File: config.mk
export PLATFORM = sky130hd
export DESIGN_NAME = autocorrelation_engine_top
export DESIGN_NICKNAME = d
export VERILOG_FILES = /design/src/sv/acorr_pkg.sv /design/src/sv/autocorrelation_engine_top.sv /design/src/sv/acorr_ram.sv
export VERILOG_INCLUDE_DIRS = /design/src /design/src/sv
export SDC_FILE = /design/constraint.sdc
export NUM_CORES = 2
export LEC_CHECK = 0
export BUFFER_PORTS_ARGS = -buffer_cell sky130_fd_sc_hd__buf_2
export CORE_MARGIN = 1.5
export CORE_UTILIZATION = 59
export CTS_CLUSTER_DIAMETER = 60
export DETAILED_ROUTE_END_ITERATION = 10
export PLACE_DENSITY_LB_ADDON = 0.25
export SYNTH_ARGS = -nofsm -noshare
export SYNTH_HDL_FRONTEND = slang
export SYNTH_HIERARCHICAL = 1
export SYNTH_SLANG_ARGS = --single-unit
File: constraint.sdc
create_clock -name clock -period 7.5 [get_ports clock]
set_clock_uncertainty 0.1 [all_clocks]
set_input_delay 1.5 -clock clock [delete_from_list [all_inputs] [get_ports clock]]
set_output_delay 1.5 -clock clock [all_outputs]
set_load 0.005 [all_outputs]
File: src/sv/autocorrelation_engine_top_defines.svh
// assertion macros for the autocorrelation engine
`ifndef AUTOCORRELATION_ENGINE_TOP_DEFINES_SVH
`define AUTOCORRELATION_ENGINE_TOP_DEFINES_SVH

// same-cycle implication, held off during reset
`define ACORR_ASSERT_NOW(label, clk, rst, ante, cons, msg) \
   label: assert property (@(posedge clk) disable iff (rst) (ante) |-> (cons)) else $error(msg);

// next-cycle implication, held off during reset
`define ACORR_ASSERT_NEXT(label, clk, rst, ante, cons, msg) \
   label: assert property (@(posedge clk) disable iff (rst) (ante) |=> (cons)) else $error(msg);

`endif

File: src/sv/acorr_pkg.sv
// shared types and constants for the autocorrelation engine
package acorr_pkg;

   localparam int MAX_LEN_DEF = 64;
   localparam int SAMPLE_W    = 16;
   localparam int PROD_W      = 2 * SAMPLE_W;
   localparam int VALUE_W     = 38;
   localparam int INDEX_W     = 6;
   localparam int RSP_FIELD_W = VALUE_W + INDEX_W;
   localparam int RSP_TDATA_W = ((RSP_FIELD_W + 7) / 8) * 8;

   typedef enum logic [1:0] {
      ST_LOAD,
      ST_ISSUE,
      ST_DRAIN
   } acorr_state_type;

endpackage

File: src/sv/autocorrelation_engine_top.sv
// autocorrelation engine: coefficient store, shared multiply-accumulate and sequencer
//
//   channel | ports        | direction | contents
//   req     | req_t*       | in        | tdata[15:0] sample, tlast last_sample
//   rsp     | rsp_t*       | out       | tdata[37:0] lag_value, [43:38] lag_index,
//           |              |           | tlast last_lag, tuser truncated
//
// one sample beat is taken per cycle while loading
// after the last beat, lag t issues (n - t) products and then waits for the
// multiply pipeline to drain before its result beat is stored
// one shared 16x16 multiplier feeds a 38-bit accumulator
// a stalled result beat holds the sequencer before the next lag is stored
// synchronous reset, no clearing pass; store entries are read only once written
`include "autocorrelation_engine_top_defines.svh"

module autocorrelation_engine_top #(
   parameter int MAX_LEN = acorr_pkg::MAX_LEN_DEF
) (
   input  logic                             clock,
   input  logic                             reset,
   input  logic                             req_tvalid,
   output logic                             req_tready,
   input  logic [acorr_pkg::SAMPLE_W-1:0]   req_tdata,   // sample
   input  logic                             req_tlast,
   output logic                             rsp_tvalid,
   input  logic                             rsp_tready,
   output logic [acorr_pkg::RSP_TDATA_W-1:0] rsp_tdata,  // lag_value, lag_index, zero pad
   output logic                             rsp_tlast,
   output logic                             rsp_tuser    // truncated
);

   import acorr_pkg::*;

   localparam int AW = $clog2(MAX_LEN);
   localparam int CW = $clog2(MAX_LEN + 1);

   acorr_state_type state_ff, state_in;

   logic [CW-1:0]          count_ff, count_in;
   logic                   ovf_ff, ovf_in;
   logic [AW-1:0]          lag_ff, lag_in;
   logic [AW-1:0]          ptr_a_ff, ptr_a_in;
   logic [AW-1:0]          ptr_b_ff, ptr_b_in;
   logic                   v1_ff, v1_in;
   logic                   v2_ff, v2_in;
   logic signed [PROD_W-1:0]  prod_ff, prod_in;
   logic signed [VALUE_W-1:0] acc_ff, acc_in;
   logic                   rsp_valid_ff, rsp_valid_in;
   logic [RSP_TDATA_W-1:0] rsp_data_ff, rsp_data_in;
   logic                   rsp_last_ff, rsp_last_in;
   logic                   rsp_trunc_ff, rsp_trunc_in;

   logic                   req_fire;
   logic                   store_full;
   logic                   wr_en;
   logic                   issue;
   logic                   last_issue;
   logic                   last_lag;
   logic                   emit;
   logic signed [SAMPLE_W-1:0] rd_a;
   logic signed [SAMPLE_W-1:0] rd_b;

   assign req_tready = (state_ff == ST_LOAD);
   assign req_fire   = req_tvalid && req_tready;
   assign store_full = (count_ff == CW'(MAX_LEN));
   assign wr_en      = req_fire && !store_full;
   assign issue      = (state_ff == ST_ISSUE);
   assign last_issue = ((CW'(ptr_a_ff) + CW'(1)) == count_ff);
   assign last_lag   = ((CW'(lag_ff) + CW'(1)) == count_ff);

   acorr_ram #(
      .WIDTH (SAMPLE_W),
      .DEPTH (MAX_LEN)
   ) u_store (
      .clock     (clock),
      .wr_en     (wr_en),
      .wr_addr   (count_ff[AW-1:0]),
      .wr_data   (req_tdata),
      .rd_addr_a (ptr_a_ff),
      .rd_data_a (rd_a),
      .rd_addr_b (ptr_b_ff),
      .rd_data_b (rd_b)
   );

   // product and accumulate stages
   always_comb begin
      v1_in   = issue;
      v2_in   = v1_ff;
      prod_in = rd_a * rd_b;
   end

   // sequencer
   always_comb begin
      state_in     = state_ff;
      count_in     = count_ff;
      ovf_in       = ovf_ff;
      lag_in       = lag_ff;
      ptr_a_in     = ptr_a_ff;
      ptr_b_in     = ptr_b_ff;
      acc_in       = acc_ff;
      emit         = 1'b0;
      rsp_valid_in = rsp_valid_ff && !rsp_tready;
      rsp_data_in  = rsp_data_ff;
      rsp_last_in  = rsp_last_ff;
      rsp_trunc_in = rsp_trunc_ff;

      if (v2_ff) begin
         acc_in = acc_ff + {{(VALUE_W - PROD_W){prod_ff[PROD_W-1]}}, prod_ff};
      end

      case (state_ff)
         ST_LOAD: begin
            if (req_fire) begin
               if (store_full) begin
                  ovf_in = 1'b1;
               end else begin
                  count_in = count_ff + CW'(1);
               end
               if (req_tlast) begin
                  state_in = ST_ISSUE;
                  lag_in   = '0;
                  ptr_a_in = '0;
                  ptr_b_in = '0;
                  acc_in   = '0;
               end
            end
         end
         ST_ISSUE: begin
            if (last_issue) begin
               state_in = ST_DRAIN;
            end else begin
               ptr_a_in = ptr_a_ff + AW'(1);
               ptr_b_in = ptr_b_ff + AW'(1);
            end
         end
         ST_DRAIN: begin
            if (!v1_ff && !v2_ff && (!rsp_valid_ff || rsp_tready)) begin
               emit         = 1'b1;
               rsp_valid_in = 1'b1;
               rsp_data_in  = RSP_TDATA_W'({INDEX_W'(lag_ff), acc_ff});
               rsp_last_in  = last_lag;
               rsp_trunc_in = ovf_ff;
               acc_in       = '0;
               if (last_lag) begin
                  state_in = ST_LOAD;
                  count_in = '0;
                  ovf_in   = 1'b0;
               end else begin
                  state_in = ST_ISSUE;
                  lag_in   = lag_ff + AW'(1);
                  ptr_a_in = lag_ff + AW'(1);
                  ptr_b_in = '0;
               end
            end
         end
         default: begin
            state_in = ST_LOAD;
         end
      endcase
   end

   always_ff @(posedge clock) begin
      if (reset) begin
         state_ff     <= ST_LOAD;
         count_ff     <= '0;
         ovf_ff       <= 1'b0;
         v1_ff        <= 1'b0;
         v2_ff        <= 1'b0;
         rsp_valid_ff <= 1'b0;
      end else begin
         state_ff     <= state_in;
         count_ff     <= count_in;
         ovf_ff       <= ovf_in;
         v1_ff        <= v1_in;
         v2_ff        <= v2_in;
         rsp_valid_ff <= rsp_valid_in;
      end
   end

   always_ff @(posedge clock) begin
      lag_ff       <= lag_in;
      ptr_a_ff     <= ptr_a_in;
      ptr_b_ff     <= ptr_b_in;
      prod_ff      <= prod_in;
      acc_ff       <= acc_in;
      rsp_data_ff  <= rsp_data_in;
      rsp_last_ff  <= rsp_last_in;
      rsp_trunc_ff <= rsp_trunc_in;
   end

   assign rsp_tvalid = rsp_valid_ff;
   assign rsp_tdata  = rsp_data_ff;
   assign rsp_tlast  = rsp_last_ff;
   assign rsp_tuser  = rsp_trunc_ff;

   `ACORR_ASSERT_NOW(a_rd_in_range, clock, reset, state_ff == ST_ISSUE, CW'(ptr_a_ff) < count_ff, "read beyond stored coefficients")
   `ACORR_ASSERT_NOW(a_ptr_gap, clock, reset, state_ff == ST_ISSUE, ptr_a_ff == (ptr_b_ff + lag_ff), "read pointers not one lag apart")
   `ACORR_ASSERT_NOW(a_idle_empty, clock, reset, state_ff == ST_LOAD, !v1_ff && !v2_ff, "products in flight while loading")
   `ACORR_ASSERT_NEXT(a_emit_beat, clock, reset, emit, rsp_valid_ff && (acc_ff == '0), "lag result not stored")

endmodule

File: src/sv/acorr_ram.sv
// generic single-write, dual-read ram with registered read data
module acorr_ram #(
   parameter int WIDTH = 16,
   parameter int DEPTH = 64
) (
   input  logic                     clock,
   input  logic                     wr_en,
   input  logic [$clog2(DEPTH)-1:0] wr_addr,
   input  logic [WIDTH-1:0]         wr_data,
   input  logic [$clog2(DEPTH)-1:0] rd_addr_a,
   output logic [WIDTH-1:0]         rd_data_a,
   input  logic [$clog2(DEPTH)-1:0] rd_addr_b,
   output logic [WIDTH-1:0]         rd_data_b
);

   logic [WIDTH-1:0] mem [DEPTH];

   always_ff @(posedge clock) begin
      if (wr_en) begin
         mem[wr_addr] <= wr_data;
      end
      rd_data_a <= mem[rd_addr_a];
      rd_data_b <= mem[rd_addr_b];
   end

endmodule
# Yosys cells after proc, flatten, opt, wreduce, memory -nomap -nowiden
# Memories as Yosys holds them, arrays and structs flattened. A register that Yosys moved wholly into a read port is not among the register bits.
# Cells that the tools add are included.
[word_totals] ramBits=1024 out_inout_bits=52 wordCells=93 register_bits=147 mem_bits_ro=0 n_memories=1 latch_bits=0
[memory_table] memory="u_store.mem" depth=64 word_bits=16 rd=2 rd_ports_with_merged_regs=2 wr=1 line_no="acorr_ram.sv:16" text="logic [WIDTH-1:0] mem [DEPTH];"
[op_classes] addsub=7 mul=1 order_cmp=0 shifts=0 n_reduce_logical=20 n_eq_ne=14 div_mod_pow=0 bitwise_logic=0 n_mux=36
[op_table] cell="2-to-1 mux 38 bit" n=4
[op_table] cell="one-hot mux 38 bit (2 select lines)" n=1
[op_table] cell="2-to-1 mux 6 bit" n=8
[op_table] cell="adder 38 bit" n=1
[op_table] cell="one-hot mux 6 bit (3 select lines)" n=2
[op_table] cell="multiplier 16 x 16 -> 32 bit" n=1
[op_table] cell="2-to-1 mux 7 bit" n=4
[op_table] cell="adder 6 x 1 -> 6 bit (second input constant)" n=3
[op_table] cell="AND reduction 5 bit" n=3
[op_table] cell="adder 6 x 1 -> 7 bit (second input constant)" n=2
[op_table] cell="equality test 7 bit" n=2
[op_table] cell="one-hot mux 7 bit (2 select lines)" n=1
[op_table] cell="one-hot mux 6 bit (2 select lines)" n=1
[op_table] cell="inequality test 2 bit (second input constant)" n=5
[op_table] cell="2-to-1 mux 1 bit" n=9
[op_table] cell="2-to-1 mux 2 bit" n=4
[op_table] cell="inequality test 2 x 1 -> 1 bit (second input constant)" n=4
[op_table] cell="adder 7 x 1 -> 7 bit (second input constant)" n=1
[op_table] cell="equality test 7 bit (second input constant)" n=1
[op_table] cell="one-hot mux 2 bit (3 select lines)" n=1
[op_table] cell="AND reduction 6 bit" n=1
[op_table] cell="logical AND 1 bit" n=5
[op_table] cell="zero test 1 bit" n=5
[op_table] cell="AND reduction 4 bit" n=1
[op_table] cell="8 further kinds" n=8

# Depth between registers and ports, before layout
[logic_depth] ltp_word=5 ltp_mapped=24 mapped_depth_nobuf=22

# Modules after synthesis
# The synthesis kept the hierarchy.
[modules_own_cells] mod="acorr_ram" cells_per_inst=2582 seq_area_each_um2=31390.1 n_inst=1 area_each_um2=48836.8
[modules_own_cells] mod="autocorrelation_engine_top" cells_per_inst=1737 seq_area_each_um2=3583.4 n_inst=1 area_each_um2=16713.5

# Worst setup path before layout
# Ideal clock, no wire load.
[synth_path] kind="register to register" from="reg u_store.rd_data_b[7] (read register of u_store.mem)" to="reg prod_ff[31]" arrival_ns=5.764 path_slack_ns=1.515 setup_time_ns=0.121 path_stages_with_launch=25 path_cell_list="dfxtp_1 -> clkbuf_1 -> nand2_1 -> fa_1 -> inv_1 -> fa_1 -> inv_1 -> fa_1 -> inv_1 -> fa_1 -> fa_1 -> inv_1 -> fa_1 -> inv_1 -> ha_1 -> clkbuf_1 -> a21oi_1 -> o311ai_0 -> o2111ai_1 -> o21ai_0 -> o21ai_0 -> nand2_1 -> a41o_1 -> o22ai_1 -> xnor2_1"
[synth_between] elab_chain_len=1
[synth_rtl] element="from (decl)" line_no="acorr_ram.sv:13" text="output logic [WIDTH-1:0] rd_data_b"
[synth_rtl] element="multiplier 16 x 16 -> 32 bit" line_no="autocorrelation_engine_top.sv:89" text="prod_in = rd_a * rd_b;"
[synth_rtl] element="named net prod_in[31]" line_no="autocorrelation_engine_top.sv:46" text="logic signed [PROD_W-1:0] prod_ff, prod_in;"
[synth_rtl] element="to (signal assigned)" line_no="autocorrelation_engine_top.sv:184" text="prod_ff <= prod_in;"
[synth_rtl] element="to (decl)" line_no="autocorrelation_engine_top.sv:46"
# The timed path passes the listed nets, and every way through them passes these cells.
# A chain may end at the register's enable or synchronous reset.

# Worst setup path in the final report
# Same ends and word-level chain as after synthesis.

==> flow_metrics.tcl <==
set metrics [dict create \
    critPathMaxFanout 16 \
    first_pass_iters 6 \
    synth_seq_cells 1203 \
    cts.path.max_buffers 3 \
    critPathRequiredTime_ps 8060 \
    ys_seq_area_frac 0.5335 \
    period_share 0.8670 \
    relSlewSlack 0.1737 \
    setup_viol 0 \
    setup_ws_ps 997.4 \
    die_h_um 336.3 \
    cap_viol_max_count 0 \
    yosysTopAreaCell "edfxtp_1" \
    holdBufCountCts 0 \
    grt_pass1_vias 40280 \
    gp_congestion 0.9395 \
    clockRootBuffer "clkbuf_16" \
    antenna_found_initial 9 \
    cpMaxStageDelayCell "dfxtp_1" \
    fin_crit_ps 6503 \
    report.final.slew_viol_count 0 \
    hold_path_startpoint "acc_ff[35]" \
    cp_cell_sequence "nand2_1, fa_1, inv_1, fa_1, inv_1, fa_1, inv_1, fa_1, fa_1, inv_1, fa_1, inv_1, ha_1, a21oi_1, o311ai_0, o2111ai_1, o21ai_0, buf_4, o21ai_0, nand2_1, a41o_1, o22ai_1, xnor2_1" \
    hold_path_depth 0 \
    vias_per_cell 6.706 \
    synth.cell_area_um2 65550 \
    outcome "complete, no violations" \
    postSynth.asyncResetShare 0 \
    fill_cells 7708 \
    fp-row-count 122 \
    yosysMostFrequentCell "edfxtp_1" \
    synth_top_area_share 0.4984 \
    critPathKind "reg2reg" \
    wl_um 178700 \
    core_area_um2 110400 \
    end_kind "register" \
    cp_common_cell "fa_1" \
    rsz0062_at_grt "no" \
    grt_max_degree 101 \
    rr_worst_depth 23 \
    drive_gt1_frac 0.2200 \
    grt_pass1_wl_um 261900 \
    r2r_start "u_store/rd_data_b[7]" \
    numClockSinks 1203 \
    synth_cell_type_count 76 \
    h-tree-depth 4 \
    num_vias 40040 \
    nets 4795 \
    routedWlPerCell_um 29.93 \
    drt_iter0_markers 5650 \
    fp.dieW_um 336.3 \
    yosys-top-cells-area "edfxtp_1 50%, mux4_2 14%, fa_1 8.0%" \
    ant_nets 0 \
    areaGrowthSynthToFinish_pct 9.242 \
    slowest_delay_ps 740 \
    numCtsBuffers 131 \
    hpwl_um 113000 \
    synthFlopType "edfxtp_1" \
    hold_viol_final 0 \
    clk_pin_slew_ps 60 \
    cts_setup_buffers 0 \
    grt_overflow 0 \
    hold_end "rsp_tdata[35]" \
    grt_use_total 0.3212 \
    synth-edff-count 1088 \
    ys_top_cells_by_count "1088 x edfxtp_1, 407 x mux4_2, 309 x inv_1, 263 x fa_1, 242 x nand2_1" \
    initial_core_util 0.5940 \
    multi_input_area_um2 27900 \
    fp.dieArea_um2 113100 \
    drc 0 \
    ios 73 \
    yosysWarnings 6 \
    pre_cts_ws_ps 1024 \
    cts_tree "built" \
    timing.fmax_mhz 153.8 \
    regArea_um2 34970 \
    port-buffer-count 68 \
    r2r_end "prod_ff[31]" \
    syn_area_per_cell_um2 15.18 \
    clock_latency_ps 770 \
    fin_tns_setup_ps 0 \
    hold_class "reg2reg" \
    cp-start-kind "register" \
    netlist_instances 4319 \
    tightest_slew_ps 1232 \
    arrival_ps 7060 \
    cts_resized 0 \
    r2r_setup_slack_ps 1000 \
]
through the flow:
step | instances | area, um^2 | hold slack, ps | util
floorplan | 4322 | 65560 | 308.6 | -
global placement | 5738 | 67350 | 325.3 | 0.6103
detailed placement | 5738 | 67350 | 340.6 | 0.6103
CTS | 5969 | 71600 | 353.8 | 0.6488
global route | 5969 | 71600 | 363.6 | 0.6488
finish | 5971 | 71610 | 352.6 | 0.6488
metal layers:
layer	track usage	vias up	share of wire
met5	0	-	0.00024
met4	0.1637	8	0.056
met3	0.07803	500	0.12
met2	0.5023	2535	0.47
met1	0.4225	20330	0.36
li1	-	16670	-
flip-flops by register name (all words and copies together) (netlist names), 2 cells and up:
register and count:
ptr_b_ff 6, ptr_a_ff 6, u_store/mem 1024, state_ff 2
acc_ff 38, u_store/rd_data_b 16, u_store/rd_data_a 16, lag_ff 6
rsp_tdata 44, prod_ff 32, count_ff 7
worst max-delay path: cells and delay by family, from the launching register on:
family,cells,cell delay (ps)
AND/OR/NAND/NOR,2,270
flip-flops,1,740
XOR/XNOR,1,90
adder cells (fa/ha/maj),7,3360
AO/OA/AOI/OAI,7,1430
buffers and inverters,6,420
worst max path at each step:
stage | start | slack (ps) | end
6_report | u_store/rd_data_b[7] | 1000 | prod_ff[31]
5_1_grt | u_store/rd_data_b[7] | 620 | prod_ff[27]
4_1_cts | u_store/rd_data_b[7] | 1030 | prod_ff[31]
3_5_place_dp | u_store/rd_data_a[7] | 1020 | prod_ff[31]
3_3_place_gp | u_store/rd_data_a[7] | 1090 | prod_ff[31]
2_1_floorplan | u_store/rd_data_b[7] | 1510 | prod_ff[31]
layout make-up:
type,count,share of cell area
flip-flops and latches,1203,0.4884
multi-input cells,2536,0.3897
clock buffers,156,0.04765
well taps,1488,0.02600
repair buffers,200,0.02016
inverters,311,0.01630
clock inverters,75,0.01174
diodes,2,0.00006989
logic make-up (layout without fill, tap and decap cells):
group | count (synthesis) | in the layout | synth area share
compound gates | 560 | 560 | 0.05679
buf+inv | 583 | 742 | 0.04197
xor+xnor | 93 | 93 | 0.01243
other cells | 1 | 6 | 0.00005721
simple gates | 749 | 749 | 0.05480
fa+ha+maj | 391 | 391 | 0.1048
mux | 739 | 739 | 0.1957
flops | 1203 | 1203 | 0.5335
cell usage in the layout, fill, tap and decap left out, drive strengths merged, types with 26 or more instances in the layout:
cell type,count
clkinv,48
clkbuf,156
mux4,416
nand3,36
ha,128
a211oi,109
a21oi,113
dfxtp,115
mux2i,171
nand2,242
buf,200
edfxtp,1088
nor2,189
xnor2,59
mux2,152
o22ai,75
fa,263
xor2,34
nor4,26
inv,326
and2,135
o21ai,79
a31oi,33
Power is not shown: default switching activity piles up to over one toggle a cycle in this logic, so the estimate is an artifact.
